==> src/rtl/sqch_pkg.sv <==
// ----------------------------------------------------------------------------
// sqch_pkg
// shared types, codes and tables of the pulse channel with frequency sweep
// ----------------------------------------------------------------------------
`default_nettype none

package sqch_pkg;

    // command opcodes
    localparam logic [1:0] OP_WRITE = 2'd0;
    localparam logic [1:0] OP_FRAME = 2'd1;
    localparam logic [1:0] OP_COUNT = 2'd2;
    localparam logic [1:0] OP_WAVE  = 2'd3;

    // register selects
    localparam logic [2:0] SEL_SWEEP    = 3'd0;
    localparam logic [2:0] SEL_DUTY_LEN = 3'd1;
    localparam logic [2:0] SEL_ENVELOPE = 3'd2;
    localparam logic [2:0] SEL_FREQ_LO  = 3'd3;
    localparam logic [2:0] SEL_FREQ_HI  = 3'd4;

    // reset values
    localparam logic [2:0] FRAME_PHASE_RST  = 3'd1;
    localparam logic [7:0] WAVE_PATTERN_RST = 8'h01;
    localparam logic [7:0] ENV_LEVEL_MAX    = 8'd15;

    typedef struct packed {
        logic       channel_enabled;
        logic       wave_bit;
        logic [3:0] drive_level;
        logic [7:0] timer_compare;
        logic [1:0] duty_select;
        logic [7:0] length_count;
        logic [7:0] envelope_volume;
        logic [2:0] envelope_period;
        logic       add_mode;
        logic [7:0] frequency;
        logic       trigger_bit;
        logic       length_enable;
    } status_t;

    // duty waveforms, 12.5 / 25 / 50 / 75 percent
    function automatic logic [7:0] duty_pattern(input logic [1:0] duty);
        logic [7:0] pat;
        unique case (duty)
            2'd0:    pat = 8'b0000_0001;
            2'd1:    pat = 8'b1000_0001;
            2'd2:    pat = 8'b1000_0111;
            default: pat = 8'b0111_1110;
        endcase
        return pat;
    endfunction

endpackage

`default_nettype wire

==> src/rtl/sqch_cmd_if.sv <==
// ----------------------------------------------------------------------------
// sqch_cmd_if
// command channel: register writes, frame ticks, counter ticks, wave steps
// ----------------------------------------------------------------------------
`default_nettype none

interface sqch_cmd_if
    import sqch_pkg::*;
();
    logic       valid;
    logic       ready;
    logic [1:0] opcode;
    logic [2:0] reg_select;
    logic [7:0] write_data;

    modport source (output valid, output opcode, output reg_select, output write_data,
                    input ready);
    modport sink   (input valid, input opcode, input reg_select, input write_data,
                    output ready);
endinterface

`default_nettype wire

==> src/rtl/sqch_status_if.sv <==
// ----------------------------------------------------------------------------
// sqch_status_if
// status channel: one beat of channel state per command
// ----------------------------------------------------------------------------
`default_nettype none

interface sqch_status_if
    import sqch_pkg::*;
();
    logic       valid;
    logic       ready;
    logic       channel_enabled;
    logic       wave_bit;
    logic [3:0] drive_level;
    logic [7:0] timer_compare;
    logic [1:0] duty_select;
    logic [7:0] length_count;
    logic [7:0] envelope_volume;
    logic [2:0] envelope_period;
    logic       add_mode;
    logic [7:0] frequency;
    logic       trigger_bit;
    logic       length_enable;

    modport source (output valid, output channel_enabled, output wave_bit,
                    output drive_level, output timer_compare, output duty_select,
                    output length_count, output envelope_volume, output envelope_period,
                    output add_mode, output frequency, output trigger_bit,
                    output length_enable, input ready);
    modport sink   (input valid, input channel_enabled, input wave_bit,
                    input drive_level, input timer_compare, input duty_select,
                    input length_count, input envelope_volume, input envelope_period,
                    input add_mode, input frequency, input trigger_bit,
                    input length_enable, output ready);
endinterface

`default_nettype wire

==> src/rtl/square_channel_with_sweep_core.sv <==
// ----------------------------------------------------------------------------
// square_channel_with_sweep_core
// pulse sound channel with frequency sweep, length counter and volume envelope
// ----------------------------------------------------------------------------
// Takes one command beat per clock and returns exactly one status beat per
// command, in the cycle after it is accepted. A command is a register write
// (sweep, duty/length, envelope, frequency low, frequency high with trigger),
// a frame tick, a sequencer count without actions, or a wave step. Frame
// ticks run the length counter on even phases, the sweep on every fourth
// phase and the envelope on phase zero. The whole update of the channel
// state is one pass of logic into the state registers, with the status beat
// held in a single output register; cmd.ready is high whenever that register
// is empty or being drained, so the sustained rate is one command per cycle
// and the only stall comes from back pressure on the status channel.
// ----------------------------------------------------------------------------
`default_nettype none

module square_channel_with_sweep_core
    import sqch_pkg::*;
(
    input  wire          clk,
    input  wire          rst_n,
    sqch_cmd_if.sink     cmd,
    sqch_status_if.source status
);

    // channel state
    logic       enable_reg,       enable_next;
    logic [1:0] duty_reg,         duty_next;
    logic [7:0] length_reg,       length_next;
    logic [7:0] env_volume_reg,   env_volume_next;
    logic [2:0] env_period_reg,   env_period_next;
    logic       env_add_reg,      env_add_next;
    logic [2:0] env_counter_reg,  env_counter_next;
    logic       env_running_reg,  env_running_next;
    logic [7:0] freq_reg,         freq_next;
    logic       trigger_reg,      trigger_next;
    logic       length_on_reg,    length_on_next;
    logic [2:0] sweep_period_reg, sweep_period_next;
    logic       sweep_negate_reg, sweep_negate_next;
    logic [2:0] sweep_shift_reg,  sweep_shift_next;
    logic       sweep_on_reg,     sweep_on_next;
    logic [7:0] shadow_reg,       shadow_next;
    logic [7:0] sweep_timer_reg,  sweep_timer_next;
    logic [2:0] phase_reg,        phase_next;
    logic [7:0] pattern_reg,      pattern_next;
    logic [3:0] level_reg,        level_next;
    logic       pulse_reg,        pulse_next;

    // output stage
    logic       status_valid_reg, status_valid_next;
    status_t    status_reg,       status_next;

    logic       cmd_fire;
    logic [7:0] freq_trig;
    logic [8:0] calc_trig;
    logic [8:0] calc_first;
    logic [8:0] calc_second;
    logic [2:0] env_count_inc;
    logic [7:0] env_volume_step;

    // {overflow, new frequency}; a subtraction never underflows
    function automatic logic [8:0] sweep_calc(input logic [7:0] base,
                                              input logic [2:0] shift,
                                              input logic       negate);
        logic [7:0] delta;
        logic [8:0] sum;
        delta = base >> shift;
        if (negate)
            sum = {1'b0, base - delta};
        else
            sum = {1'b0, base} + {1'b0, delta};
        return sum;
    endfunction

    assign cmd.ready = !status_valid_reg || status.ready;
    assign cmd_fire  = cmd.valid && cmd.ready;

    // frequency after a high write, used by the trigger
    assign freq_trig   = freq_reg | {cmd.write_data[2:0], 5'b0_0000};
    assign calc_trig   = sweep_calc(freq_trig, sweep_shift_reg, sweep_negate_reg);
    // sweep step and its follow-up overflow check on the new value
    assign calc_first  = sweep_calc(shadow_reg, sweep_shift_reg, sweep_negate_reg);
    assign calc_second = sweep_calc(calc_first[7:0], sweep_shift_reg, sweep_negate_reg);

    assign env_count_inc   = env_counter_reg + 3'd1;
    assign env_volume_step = env_add_reg ? env_volume_reg + 8'd1 : env_volume_reg - 8'd1;

    always_comb
    begin
        enable_next       = enable_reg;
        duty_next         = duty_reg;
        length_next       = length_reg;
        env_volume_next   = env_volume_reg;
        env_period_next   = env_period_reg;
        env_add_next      = env_add_reg;
        env_counter_next  = env_counter_reg;
        env_running_next  = env_running_reg;
        freq_next         = freq_reg;
        trigger_next      = trigger_reg;
        length_on_next    = length_on_reg;
        sweep_period_next = sweep_period_reg;
        sweep_negate_next = sweep_negate_reg;
        sweep_shift_next  = sweep_shift_reg;
        sweep_on_next     = sweep_on_reg;
        shadow_next       = shadow_reg;
        sweep_timer_next  = sweep_timer_reg;
        phase_next        = phase_reg;
        pattern_next      = pattern_reg;
        level_next        = level_reg;
        pulse_next        = pulse_reg;

        unique case (cmd.opcode)
            OP_WRITE:
            begin
                unique case (cmd.reg_select)
                    SEL_SWEEP:
                    begin
                        sweep_period_next = cmd.write_data[6:4];
                        sweep_negate_next = cmd.write_data[3];
                        sweep_shift_next  = cmd.write_data[2:0];
                    end
                    SEL_DUTY_LEN:
                    begin
                        duty_next    = cmd.write_data[7:6];
                        length_next  = {2'b00, cmd.write_data[5:0]};
                        pattern_next = duty_pattern(cmd.write_data[7:6]);
                    end
                    SEL_ENVELOPE:
                    begin
                        env_volume_next = {4'h0, cmd.write_data[7:4]};
                        level_next      = cmd.write_data[7:4];
                        env_add_next    = cmd.write_data[3];
                        env_period_next = cmd.write_data[2:0];
                    end
                    SEL_FREQ_LO:
                    begin
                        freq_next = {3'b000, cmd.write_data[7:3]};
                    end
                    SEL_FREQ_HI:
                    begin
                        trigger_next   = cmd.write_data[7];
                        length_on_next = cmd.write_data[6];
                        freq_next      = freq_trig;
                        if (cmd.write_data[7])
                        begin
                            enable_next      = 1'b1;
                            env_running_next = 1'b1;
                            shadow_next      = freq_trig;
                            sweep_timer_next = {5'b0_0000, sweep_period_reg};
                            sweep_on_next    = (sweep_period_reg != 3'd0) ||
                                               (sweep_shift_reg != 3'd0);
                            // immediate overflow check on trigger
                            if ((sweep_shift_reg != 3'd0) && calc_trig[8])
                            begin
                                sweep_on_next = 1'b0;
                                enable_next   = 1'b0;
                            end
                        end
                    end
                    default:
                    begin
                        // unused selects change nothing
                    end
                endcase
            end
            OP_FRAME:
            begin
                // length counter on even phases
                if (!phase_reg[0] && length_on_reg)
                begin
                    length_next = length_reg - 8'd1;
                    if (length_reg == 8'd1)
                        enable_next = 1'b0;
                end
                // sweep on every fourth phase
                if (phase_reg[1:0] == 2'b00)
                begin
                    sweep_timer_next = sweep_timer_reg - 8'd1;
                    if (sweep_timer_reg == 8'd1)
                    begin
                        sweep_timer_next = {5'b0_0000, sweep_period_reg};
                        if (sweep_on_reg && (sweep_period_reg != 3'd0) &&
                            (sweep_shift_reg != 3'd0))
                        begin
                            if (calc_first[8])
                            begin
                                sweep_on_next = 1'b0;
                                enable_next   = 1'b0;
                            end
                            else
                            begin
                                shadow_next = calc_first[7:0];
                                freq_next   = calc_first[7:0];
                                if (calc_second[8])
                                begin
                                    sweep_on_next = 1'b0;
                                    enable_next   = 1'b0;
                                end
                            end
                        end
                    end
                end
                // envelope on phase zero
                if ((phase_reg == 3'd0) && (env_period_reg != 3'd0) && env_running_reg)
                begin
                    env_counter_next = env_count_inc;
                    if (env_count_inc == env_period_reg)
                    begin
                        env_counter_next = 3'd0;
                        env_volume_next  = env_volume_step;
                        if (env_volume_step <= ENV_LEVEL_MAX)
                            level_next = env_volume_step[3:0];
                        else
                            env_running_next = 1'b0;
                    end
                end
                phase_next = phase_reg + 3'd1;
            end
            OP_COUNT:
            begin
                phase_next = phase_reg + 3'd1;
            end
            default:
            begin
                // wave step: rotate the duty pattern left
                pulse_next   = pattern_reg[7];
                pattern_next = {pattern_reg[6:0], pattern_reg[7]};
            end
        endcase
    end

    // status beat built from the updated state
    always_comb
    begin
        status_next.channel_enabled = enable_next;
        status_next.wave_bit        = pulse_next & enable_next;
        status_next.drive_level     = level_next;
        status_next.timer_compare   = ~freq_next;
        status_next.duty_select     = duty_next;
        status_next.length_count    = length_next;
        status_next.envelope_volume = env_volume_next;
        status_next.envelope_period = env_period_next;
        status_next.add_mode        = env_add_next;
        status_next.frequency       = freq_next;
        status_next.trigger_bit     = trigger_next;
        status_next.length_enable   = length_on_next;
    end

    always_comb
    begin
        if (cmd_fire)
            status_valid_next = 1'b1;
        else if (status.ready)
            status_valid_next = 1'b0;
        else
            status_valid_next = status_valid_reg;
    end

    always_ff @(posedge clk or negedge rst_n)
    begin
        if (!rst_n)
        begin
            enable_reg       <= 1'b0;
            duty_reg         <= 2'd0;
            length_reg       <= 8'd0;
            env_volume_reg   <= 8'd0;
            env_period_reg   <= 3'd0;
            env_add_reg      <= 1'b0;
            env_counter_reg  <= 3'd0;
            env_running_reg  <= 1'b0;
            freq_reg         <= 8'd0;
            trigger_reg      <= 1'b0;
            length_on_reg    <= 1'b0;
            sweep_period_reg <= 3'd0;
            sweep_negate_reg <= 1'b0;
            sweep_shift_reg  <= 3'd0;
            sweep_on_reg     <= 1'b0;
            shadow_reg       <= 8'd0;
            sweep_timer_reg  <= 8'd0;
            phase_reg        <= FRAME_PHASE_RST;
            pattern_reg      <= WAVE_PATTERN_RST;
            level_reg        <= 4'd0;
            pulse_reg        <= 1'b0;
        end
        else if (cmd_fire)
        begin
            enable_reg       <= enable_next;
            duty_reg         <= duty_next;
            length_reg       <= length_next;
            env_volume_reg   <= env_volume_next;
            env_period_reg   <= env_period_next;
            env_add_reg      <= env_add_next;
            env_counter_reg  <= env_counter_next;
            env_running_reg  <= env_running_next;
            freq_reg         <= freq_next;
            trigger_reg      <= trigger_next;
            length_on_reg    <= length_on_next;
            sweep_period_reg <= sweep_period_next;
            sweep_negate_reg <= sweep_negate_next;
            sweep_shift_reg  <= sweep_shift_next;
            sweep_on_reg     <= sweep_on_next;
            shadow_reg       <= shadow_next;
            sweep_timer_reg  <= sweep_timer_next;
            phase_reg        <= phase_next;
            pattern_reg      <= pattern_next;
            level_reg        <= level_next;
            pulse_reg        <= pulse_next;
        end
    end

    // output valid
    always_ff @(posedge clk or negedge rst_n)
    begin
        if (!rst_n)
            status_valid_reg <= 1'b0;
        else
            status_valid_reg <= status_valid_next;
    end

    // output payload, loaded with each accepted beat
    always_ff @(posedge clk)
    begin
        if (cmd_fire)
            status_reg <= status_next;
    end

    assign status.valid           = status_valid_reg;
    assign status.channel_enabled = status_reg.channel_enabled;
    assign status.wave_bit        = status_reg.wave_bit;
    assign status.drive_level     = status_reg.drive_level;
    assign status.timer_compare   = status_reg.timer_compare;
    assign status.duty_select     = status_reg.duty_select;
    assign status.length_count    = status_reg.length_count;
    assign status.envelope_volume = status_reg.envelope_volume;
    assign status.envelope_period = status_reg.envelope_period;
    assign status.add_mode        = status_reg.add_mode;
    assign status.frequency       = status_reg.frequency;
    assign status.trigger_bit     = status_reg.trigger_bit;
    assign status.length_enable   = status_reg.length_enable;

endmodule

`default_nettype wire

==> src/flat_wrapper.sv <==
// flat-port wrapper written by rule: the top's interface ports become plain ports
module square_channel_with_sweep_core_flat import sqch_pkg::*;
  (clk, rst_n, cmd_valid, cmd_opcode, cmd_reg_select, cmd_write_data, cmd_ready, status_valid, status_channel_enabled, status_wave_bit, status_drive_level, status_timer_compare, status_duty_select, status_length_count, status_envelope_volume, status_envelope_period, status_add_mode, status_frequency, status_trigger_bit, status_length_enable, status_ready);
  sqch_cmd_if cmd_i ();
  sqch_status_if status_i ();
  input  wire clk;
  input  wire rst_n;
  input wire logic [$bits(cmd_i.valid)-1:0] cmd_valid;
  input wire logic [$bits(cmd_i.opcode)-1:0] cmd_opcode;
  input wire logic [$bits(cmd_i.reg_select)-1:0] cmd_reg_select;
  input wire logic [$bits(cmd_i.write_data)-1:0] cmd_write_data;
  output wire logic [$bits(cmd_i.ready)-1:0] cmd_ready;
  output wire logic [$bits(status_i.valid)-1:0] status_valid;
  output wire logic [$bits(status_i.channel_enabled)-1:0] status_channel_enabled;
  output wire logic [$bits(status_i.wave_bit)-1:0] status_wave_bit;
  output wire logic [$bits(status_i.drive_level)-1:0] status_drive_level;
  output wire logic [$bits(status_i.timer_compare)-1:0] status_timer_compare;
  output wire logic [$bits(status_i.duty_select)-1:0] status_duty_select;
  output wire logic [$bits(status_i.length_count)-1:0] status_length_count;
  output wire logic [$bits(status_i.envelope_volume)-1:0] status_envelope_volume;
  output wire logic [$bits(status_i.envelope_period)-1:0] status_envelope_period;
  output wire logic [$bits(status_i.add_mode)-1:0] status_add_mode;
  output wire logic [$bits(status_i.frequency)-1:0] status_frequency;
  output wire logic [$bits(status_i.trigger_bit)-1:0] status_trigger_bit;
  output wire logic [$bits(status_i.length_enable)-1:0] status_length_enable;
  input wire logic [$bits(status_i.ready)-1:0] status_ready;
  assign cmd_i.valid = cmd_valid;
  assign cmd_i.opcode = cmd_opcode;
  assign cmd_i.reg_select = cmd_reg_select;
  assign cmd_i.write_data = cmd_write_data;
  assign cmd_ready = cmd_i.ready;
  assign status_valid = status_i.valid;
  assign status_channel_enabled = status_i.channel_enabled;
  assign status_wave_bit = status_i.wave_bit;
  assign status_drive_level = status_i.drive_level;
  assign status_timer_compare = status_i.timer_compare;
  assign status_duty_select = status_i.duty_select;
  assign status_length_count = status_i.length_count;
  assign status_envelope_volume = status_i.envelope_volume;
  assign status_envelope_period = status_i.envelope_period;
  assign status_add_mode = status_i.add_mode;
  assign status_frequency = status_i.frequency;
  assign status_trigger_bit = status_i.trigger_bit;
  assign status_length_enable = status_i.length_enable;
  assign status_i.ready = status_ready;
  square_channel_with_sweep_core u_core (.clk(clk), .rst_n(rst_n), .cmd(cmd_i), .status(status_i));
endmodule
==> config.mk <==
export PLATFORM = sky130hd
export DESIGN_NAME = square_channel_with_sweep_core_flat
export DESIGN_NICKNAME = d
export VERILOG_FILES = /design/src/rtl/sqch_pkg.sv /design/src/rtl/sqch_cmd_if.sv /design/src/rtl/sqch_status_if.sv /design/src/rtl/square_channel_with_sweep_core.sv /design/src/flat_wrapper.sv
export SDC_FILE = /design/constraint.sdc
export NUM_CORES = 1
export LEC_CHECK = 0
export BUFFER_PORTS_ARGS = -buffer_cell sky130_fd_sc_hd__buf_2
export CAP_MARGIN = 20
export CORE_UTILIZATION = 50
export DETAILED_ROUTE_END_ITERATION = 8
export PLACE_DENSITY = 0.68
export REMOVE_ABC_BUFFERS = 1
export SKIP_CTS_REPAIR_TIMING = 1
export SYNTH_ARGS = -nofsm -noshare
export SYNTH_HDL_FRONTEND = slang
export SYNTH_SLANG_ARGS = --single-unit
export TNS_END_PERCENT = 1
==> constraint.sdc <==
create_clock -name clk -period 6.9 [get_ports clk]
set_input_delay 1.725 -clock clk [delete_from_list [all_inputs] [get_ports clk]]
set_output_delay 1.725 -clock clk [all_outputs]
set_load 0.01 [all_outputs]
==> impl_metrics.env, run 1 <==
export IMPL_status="complete, no violations"
export IMPL_synth_ff_type="dfrtp_1"
export IMPL_cts_buffer_depth=2
export IMPL_cts_tree="built"
export IMPL_drt_vias_per_instance=5.74
export IMPL_synth_warnings=0
export IMPL_ff2ff_setup_slack_ns=0.81
export IMPL_dieHeight_um=130
export IMPL_place_area_um2=8690
export IMPL_synth_edff_count=46
export IMPL_dpl_hpwl_um=14400
export IMPL_synth_cell_types=80
export IMPL_drive_gt1_share_pct=16.9
export IMPL_post_place_ws_ns=0.936
export IMPL_design_area_um2=9300
export IMPL_synth_seq_cells=124
export IMPL_syn_inst=897
export IMPL_grt_antenna_before_repair=0
export IMPL_fmax_ghz=0.164
export IMPL_startpoint_type="register"
export IMPL_io_pins=65
export IMPL_period_needed_ns=6.09
export IMPL_slew_viol_final=0
export IMPL_yosys_area_top_type="dfrtp_1"
export IMPL_antenna_diode_count=0
export IMPL_async_flop_share_pct=62.9
export IMPL_ys_seq_area_share_pct=40.7
export IMPL_grt_max_degree=53
export IMPL_crit_fanout=18
export IMPL_grt_usage_pct=25.5
export IMPL_area_growth_pct=13.4
export IMPL_layout_setup_ws_ns=0.813
export IMPL_finalClockSkew_ns=0.0122
export IMPL_ant_nets=0
export IMPL_required_ns=7.06
export IMPL_p_leak_nw=4.10
export IMPL_clkTransAtPathRegs_ns=0.06
export IMPL_place_congestion=0.887
export IMPL_setup_viol_count_final=0
export IMPL_clock_latency_ns=0.42
export IMPL_hp_class="reg2reg"
export IMPL_maxCapViolations=0
export IMPL_cts_max_level=4
export IMPL_avgSynthCellArea_um2=9.14
export IMPL_nFillCells=1426
export IMPL_start_util_pct=51.4
export IMPL_drtPass1Iterations=5
export IMPL_drc=0
export IMPL_cp_end_kind="register"
export IMPL_layout_commonest_cell="nand2_1"
export IMPL_crit_type="reg2reg"
export IMPL_rsz0062_at_grt="false"
export IMPL_grt_pass1_wl_um=32900
export IMPL_worstPathArrival_ns=6.25
export IMPL_wl_per_cell_um=17.4
export IMPL_rows=46
export IMPL_max_slew_margin_pct=42.9
export IMPL_overflow=0
export IMPL_synth_area_um2=8200
export IMPL_hold_worst_slack_ns=0.476
export IMPL_nets=1015
export IMPL_core_area_um2=15900
export IMPL_power_density_nw_per_um2=429
export IMPL_peakVddDrop_mv=0.193
export IMPL_clock_sinks=124
export IMPL_synth_top_area_share_pct=23.2
export IMPL_io_buffer_count=64
export IMPL_synthTopCellsByArea="dfrtp_1, edfxtp_1, ha_1"
export IMPL_tightest_slew_ns=0.854
export IMPL_first_global_vias=6415
export IMPL_finalCritPeriodShare_pct=88.2
export IMPL_layout_common_cells="nand2_1, dfrtp_1, o21ai_0, nor2_1, buf_2"
export IMPL_hold_viol=0
export IMPL_wl_um=20500
export IMPL_drtIter0Drc=631
export IMPL_tns_ns=0
export IMPL_dieArea_um2=16900
export IMPL_cts_root_buf="clkbuf_16"
export IMPL_die_x_um=130
export IMPL_cts_buffers=17
export IMPL_num_vias=6760
cells in the mapped netlist (4+ instances only):
cell type / count
buf_1: 5
a21oi_1: 49
nor2_1: 71
ha_1: 47
mux2i_1: 32
nand3_1: 20
xnor2_1: 18
o21ai_0: 74
clkbuf_1: 30
a21o_1: 12
and2_1: 5
o211ai_1: 5
o41ai_1: 4
nand4b_1: 4
a211oi_1: 10
nand2b_1: 12
nor3_1: 14
a22oi_1: 7
nand2_1: 135
a222oi_1: 4
xor2_1: 4
dfrtp_1: 76
inv_1: 53
or2_2: 6
and3_1: 4
o21a_1: 7
nand4_1: 4
nor2b_1: 6
a22o_1: 9
mux2_2: 35
edfxtp_1: 46
o31ai_1: 4
o22ai_1: 5
nor4_1: 5
per-layer routing:
metal	vias up	GRT usage, %	wire length, µm
li1	3339	-	-
met1	3233	32.9	9110
met2	155	43.1	10200
met3	33	3.94	708
met4	0	9.37	482
met5	-	0	0
critical path: stages, from the launching register on:
cell,delay [ns]
dfrtp_1,0.75
clkinv_1,0.41
nor2_1,0.33
a221oi_1,0.14
a21o_1,0.19
o21ai_0,0.11
ha_1,0.21
inv_1,0.05
fa_1,0.38
a21o_1,0.18
a21oi_1,0.23
nor2_1,0.08
o311ai_0,0.35
xnor2_1,0.29
mux2_2,0.35
a21oi_1,0.19
nor2_1,0.06
ha_1,0.32
nand4_1,0.11
nor4_1,0.35
o41ai_1,0.15
o21a_1,0.14
o21a_1,0.18
a21oi_2,0.18
a31oi_2,0.10
final timing paths:
path / from / to / cells after the start
worst max-delay path: u_core.sweep_shift_reg[0]$_DFFE_PN0P_ / u_core.status.wave_bit$_DFFE_PP_ / 24
worst min-delay path: u_core.duty_reg[1]$_DFFE_PN0P_ / u_core.duty_reg[1]$_DFFE_PN0P_ / 2
worst max register to register: u_core.sweep_shift_reg[0]$_DFFE_PN0P_ / u_core.status.wave_bit$_DFFE_PP_ / 24
worst min register to register: u_core.duty_reg[1]$_DFFE_PN0P_ / u_core.duty_reg[1]$_DFFE_PN0P_ / 2
max in group asynchronous: rst_n / u_core.freq_reg[2]$_DFFE_PN0P_ / 2
min in group asynchronous: rst_n / u_core.env_volume_reg[6]$_DFFE_PN0P_ / 1
stage by stage:
| step | utilization (%) | instances | total power, mW |
|---|---|---|---|
| floorplan | - | 857 | 2.56 |
| global placement | 54.5 | 1145 | 3.04 |
| detailed placement | 54.5 | 1145 | 3.05 |
| CTS | 58.3 | 1177 | 3.98 |
| global route | 58.3 | 1177 | 4.29 |
| finish | 58.3 | 1177 | 3.99 |
power by group:
group	internal, mW	switching [mW]
registers	0.976	0.213
clock network	0.575	0.333
logic	0.778	1.11
total	2.33	1.66
kinds of logic (layout without fill, tap and decap cells):
logic type,count (synthesis),count (layout),share of synthesized area (%)
XOR/XNOR,22,22,2.35
buffers and inverters,98,162,4.75
AO/OA/AOI/OAI,235,235,18.8
multiplexers,67,67,8.71
adder cells (fa/ha/maj),50,50,7.90
AND/OR/NAND/NOR,301,301,16.8
flip-flops,124,124,40.7
final cells by class:
class / instances / area [µm²] / share of cell area (%)
Clock buffer: 18 / 439 / 4.72
Clock inverter: 14 / 169 / 1.82
Inverter: 58 / 221 / 2.38
Multi-Input combinational cell: 675 / 4480 / 48.2
Sequential cell: 124 / 3340 / 35.9
Tap cell: 216 / 270 / 2.91
Timing Repair Buffer: 72 / 383 / 4.12
No activity file was read; power rests on OpenSTA's default activity.
==> run 2, diff against run 1 <==
--- a/config.mk
+++ b/config.mk
@@ -5,6 +5,7 @@
 export SDC_FILE = /design/constraint.sdc
 export NUM_CORES = 1
 export LEC_CHECK = 0
+export ABC_CLOCK_PERIOD_IN_PS = 6900
 export BUFFER_PORTS_ARGS = -buffer_cell sky130_fd_sc_hd__buf_2
 export CAP_MARGIN = 20
 export CORE_UTILIZATION = 50
==> constraint.sdc (replaced) <==
create_clock -name clk -period 6.9 [get_ports clk]
set_input_delay 0.69 -clock clk [delete_from_list [all_inputs] [get_ports clk]]
set_output_delay 0.69 -clock clk [all_outputs]
set_load 0.01 [all_outputs]
==> run 2 against run 1 <==
  * Sequential cell count is the same
  * Combinational power is essentially flat
  * Clock power grew 2.9%
==> impl_metrics.env, run 2 (synthesis results as in run 1) <==
export IMPL_status="complete, no violations"
export IMPL_overflow=0
export IMPL_peakVddDrop_mv=0.217
export IMPL_antenna_diode_count=0
export IMPL_hold_worst_slack_ns=0.237
export IMPL_finalCritPeriodShare_pct=88.5
export IMPL_cts_buffers=17
export IMPL_die_x_um=130
export IMPL_wl_um=20700
export IMPL_hold_viol=0
export IMPL_grt_pass1_wl_um=33800
export IMPL_clock_sinks=124
export IMPL_wl_per_cell_um=17.6
export IMPL_period_needed_ns=6.11
export IMPL_core_area_um2=15900
export IMPL_regToRegEndpoint="u_core.status.wave_bit$_DFFE_PP_"
export IMPL_drtPass1Iterations=7
export IMPL_p_leak_nw=4.12
export IMPL_drc=0
export IMPL_fin_util_pct=58.5
export IMPL_clkTransAtPathRegs_ns=0.06
export IMPL_clock_latency_ns=0.43
export IMPL_nFillCells=1424
export IMPL_crit_type="reg2reg"
export IMPL_crit_fanout=20
export IMPL_finalClockSkew_ns=0.00677
export IMPL_first_global_vias=6685
export IMPL_reg2reg_depth=24
export IMPL_power_density_nw_per_um2=430
export IMPL_dieArea_um2=16900
export IMPL_dpl_hpwl_um=14300
export IMPL_tns_ns=0
export IMPL_grt_max_degree=90
export IMPL_grt_usage_pct=26.1
export IMPL_ff2ff_setup_slack_ns=0.79
export IMPL_fmax_ghz=0.164
export IMPL_required_ns=7.06
export IMPL_cts_max_level=4
export IMPL_rsz0062_at_grt="false"
export IMPL_nets=1015
export IMPL_crit_start="u_core.sweep_shift_reg[0]$_DFFE_PN0P_"
export IMPL_drtIter0Drc=542
export IMPL_dieHeight_um=130
export IMPL_rows=46
export IMPL_tightest_slew_ns=1.05
export IMPL_place_congestion=0.877
export IMPL_cts_buffer_depth=2
export IMPL_io_pins=65
export IMPL_num_vias=6789
export IMPL_drt_vias_per_instance=5.77
export IMPL_setup_viol_count_final=0
export IMPL_worstPathArrival_ns=6.26
export IMPL_cp_end_kind="register"
export IMPL_reg2reg_from="u_core.sweep_shift_reg[0]$_DFFE_PN0P_"
export IMPL_maxCapViolations=0
export IMPL_slew_viol_final=0
export IMPL_io_buffer_count=64
export IMPL_hp_class="in2async"
export IMPL_grt_antenna_before_repair=0
export IMPL_drive_gt1_share_pct=16.6
export IMPL_cts_root_buf="clkbuf_16"
export IMPL_layout_commonest_cell="nand2_1"
export IMPL_layout_common_cells="nand2_1, dfrtp_1, o21ai_0, nor2_1, buf_2"
export IMPL_start_util_pct=51.4
export IMPL_area_growth_pct=13.7
export IMPL_max_slew_margin_pct=30.2
export IMPL_cp_endpoint="u_core.status.wave_bit$_DFFE_PP_"
export IMPL_ant_nets=0
export IMPL_cts_tree="built"
export IMPL_startpoint_type="register"
==> run 2: per-layer routing <==
layer	GRT usage, %	up-vias	share of wire, %
li1	-	3340	-
met3	4.31	30	3.7
met2	43.7	150	49
met1	34.1	3269	44
met4	9.78	0	2.4
met5	0	-	0
==> run 2: worst min-delay path by stage <==
stage / from / cells after the start / end / slack (ns)
floorplan: rst_n / 0 / u_core.duty_reg[0]$_DFFE_PN0P_ / 0.39
global placement: u_core.duty_reg[0]$_DFFE_PN0P_ / 2 / u_core.duty_reg[0]$_DFFE_PN0P_ / 0.45
detailed placement: u_core.duty_reg[0]$_DFFE_PN0P_ / 2 / u_core.duty_reg[0]$_DFFE_PN0P_ / 0.46
CTS: cmd_valid / 2 / u_core.status.valid$_DFFE_PN0P_ / 0.46
global route: rst_n / 1 / u_core.env_volume_reg[6]$_DFFE_PN0P_ / 0.28
finish: rst_n / 1 / u_core.env_volume_reg[6]$_DFFE_PN0P_ / 0.24
==> run 2: cell type report <==
class	instances	area (µm²)	area share (%)
clock buffer	19	443	4.75
clock inverter	13	173	1.85
inverter	58	221	2.37
multi-input combinational	675	4480	48.0
sequential	124	3340	35.8
tap	216	270	2.90
timing repair buffer	72	403	4.32
==> run 2: worst max-delay path, cell delays in order (launching register included) <==
cell      delay [ns]
dfrtp_1         0.77
clkinv_1        0.42
nor2_1          0.33
a221oi_1        0.14
a21o_1          0.20
o21ai_0         0.11
ha_1            0.21
inv_1           0.05
fa_1            0.37
a21o_1          0.18
a21oi_1         0.24
nor2_1          0.08
o311ai_0        0.35
xnor2_1         0.28
mux2_2          0.34
a21oi_1         0.19
nor2_1          0.06
ha_1            0.32
nand4_1         0.12
nor4_1          0.33
o41ai_1         0.15
o21a_1          0.14
o21a_1          0.17
a21oi_2         0.16
a31oi_2         0.11
==> run 2: stage by stage <==
| step | total power, mW | worst slack (ns) | area (µm²) | std cells |
|---|---|---|---|---|
| CTS | 4.00 | 0.852 | 9300 | 1176 |
| detailed placement | 3.05 | 0.882 | 8680 | 1144 |
| global placement | 3.04 | 1.08 | 8680 | 1144 |
| floorplan | 2.56 | 1.42 | 8030 | 857 |
| finish | 4.01 | 0.794 | 9330 | 1177 |
| global route | 4.31 | 0.317 | 9330 | 1177 |
==> run 2: report_power, final <==
part,leakage (nW),total (mW),switching (mW),internal (mW)
clock network,0.290,0.934,0.326,0.608
logic,2.40,1.89,1.11,0.778
registers,1.43,1.19,0.214,0.976
==> run 3, diff against run 2 <==
--- a/config.mk
+++ b/config.mk
@@ -8,6 +8,7 @@
 export ABC_CLOCK_PERIOD_IN_PS = 6900
 export BUFFER_PORTS_ARGS = -buffer_cell sky130_fd_sc_hd__buf_2
 export CAP_MARGIN = 20
+export CORE_ASPECT_RATIO = 0.7
 export CORE_UTILIZATION = 50
 export DETAILED_ROUTE_END_ITERATION = 8
 export PLACE_DENSITY = 0.68
==> run 3 against run 2 <==
  * Hold slack got worse by 0.15 ns
  * Largest cell class unchanged
  * Utilization increased by 0.50 points
  * Fmax increased by 2.3%
==> impl_metrics.env, run 3 (synthesis results as in run 1) <==
export IMPL_hp_class="in2async"
export IMPL_required_ns=7.05
export IMPL_grt_usage_pct=25.9
export IMPL_p_leak_nw=4.11
export IMPL_drc=0
export IMPL_first_global_vias=6256
export IMPL_rows=38
export IMPL_clock_latency_ns=0.42
export IMPL_overflow=0
export IMPL_hold_worst_slack_ns=0.0888
export IMPL_critPathMaxStageDelay_ns=0.73
export IMPL_clkTransAtPathRegs_ns=0.06
export IMPL_ff2ff_setup_slack_ns=0.93
export IMPL_num_vias=6854
export IMPL_critical_path_slowest_cell="dfrtp_1"
export IMPL_cts_tree="built"
export IMPL_worstPathArrival_ns=6.11
export IMPL_antenna_diode_count=0
export IMPL_fmax_ghz=0.168
export IMPL_max_slew_margin_pct=32.6
export IMPL_post_place_ws_ns=1.08
export IMPL_cp_num_buf_inv=2
export IMPL_design_area_um2=9290
export IMPL_status="complete, no violations"
export IMPL_power_density_nw_per_um2=431
export IMPL_dpl_hpwl_um=14700
export IMPL_cp_end_kind="register"
export IMPL_grt_antenna_before_repair=1
export IMPL_path_cells="clkinv_1 > nor2_1 > a221oi_1 > a21o_1 > o21ai_0 > ha_1 > inv_1 > fa_1 > a21o_1 > a21oi_1 > nor2_1 > o311ai_0 > xnor2_1 > mux2_2 > mux2i_1 > o32ai_1 > ha_1 > nand4b_1 > nor4_1 > o41ai_1 > o21a_1 > o21a_1 > a21oi_2 > a31oi_2"
export IMPL_drt_vias_per_instance=5.80
export IMPL_grt_max_degree=90
export IMPL_start_util_pct=52.1
export IMPL_tightest_slew_ns=1.01
export IMPL_clock_sinks=124
export IMPL_tns_ns=0
export IMPL_hold_viol=0
export IMPL_finalClockSkew_ns=0.0124
export IMPL_maxCapViolations=0
export IMPL_cts_root_buf="clkbuf_16"
export IMPL_crit_fanout=19
export IMPL_peakVddDrop_mv=0.214
export IMPL_drtPass1Iterations=5
export IMPL_finalCritPeriodShare_pct=86.5
export IMPL_cts_max_level=4
export IMPL_nFillCells=1370
export IMPL_ant_nets=0
export IMPL_place_congestion=0.972
export IMPL_rsz0062_at_grt="false"
export IMPL_core_area_um2=15700
export IMPL_dieHeight_um=109
export IMPL_wl_um=21000
export IMPL_drtIter0Drc=618
export IMPL_drive_gt1_share_pct=17.0
export IMPL_nets=1016
export IMPL_cts_buffers=17
export IMPL_cpLargestDelayFamily="compound AO/OA/AOI/OAI gates"
export IMPL_layout_setup_ws_ns=0.933
export IMPL_startpoint_type="register"
export IMPL_crit_type="reg2reg"
export IMPL_io_buffer_count=64
export IMPL_die_x_um=155
export IMPL_layout_commonest_cell="nand2_1"
export IMPL_dieArea_um2=16900
export IMPL_grt_pass1_wl_um=33700
export IMPL_area_growth_pct=13.2
export IMPL_place_area_um2=8700
export IMPL_period_needed_ns=5.97
export IMPL_setup_viol_count_final=0
export IMPL_io_pins=65
export IMPL_slew_viol_final=0
export IMPL_cts_buffer_depth=2
export IMPL_wl_per_cell_um=17.8
export IMPL_layout_common_cells="nand2_1, dfrtp_1, o21ai_0, nor2_1, buf_2"
## run 3: path summary, 6_finish.rpt
path | end | startpoint | cells after the start
setup / recovery | u_core.status.wave_bit$_DFFE_PP_ | u_core.sweep_shift_reg[0]$_DFFE_PN0P_ | 24
hold / removal | u_core.pattern_reg[1]$_DFFE_PN0P_ | rst_n | 1
setup reg to reg | u_core.status.wave_bit$_DFFE_PP_ | u_core.sweep_shift_reg[0]$_DFFE_PN0P_ | 24
hold reg to reg | u_core.phase_reg[2]$_DFFE_PN0P_ | u_core.phase_reg[2]$_DFFE_PN0P_ | 1
max in group asynchronous | u_core.shadow_reg[5]$_DFFE_PN0P_ | rst_n | 2
min in group clk | u_core.phase_reg[2]$_DFFE_PN0P_ | u_core.phase_reg[2]$_DFFE_PN0P_ | 1
## run 3: where the power goes
part / internal, mW / switching [mW]
combinational: 0.779 / 1.15
clock: 0.541 / 0.347
sequential: 0.976 / 0.214
total: 2.30 / 1.71
## run 3: stage by stage
stage | utilization (%) | total power [mW] | cells
6_report | 59.0 | 4.00 | 1182
5_1_grt | 59.0 | 4.30 | 1182
3_3_place_gp | 55.3 | 3.06 | 1150
3_5_place_dp | 55.3 | 3.07 | 1150
4_1_cts | 59.0 | 3.98 | 1182
2_1_floorplan | - | 2.56 | 857
## run 3: metal layers
layer	vias to the layer above	wire (µm)	global-route usage, %
met1	3234	10400	39.3
met2	275	8670	37.0
met4	0	102	5.09
li1	3334	-	-
met5	-	0	0
met3	11	1780	6.44
## run 3: area by class of cell
| type | count | area, µm² | area share, % |
|---|---|---|---|
| clock buffers | 18 | 439 | 4.73 |
| clock inverters | 14 | 144 | 1.55 |
| inverters | 58 | 220 | 2.37 |
| multi-input cells | 675 | 4480 | 48.3 |
| flip-flops and latches | 124 | 3340 | 35.9 |
| well taps | 220 | 275 | 2.96 |
| repair buffers | 73 | 390 | 4.20 |
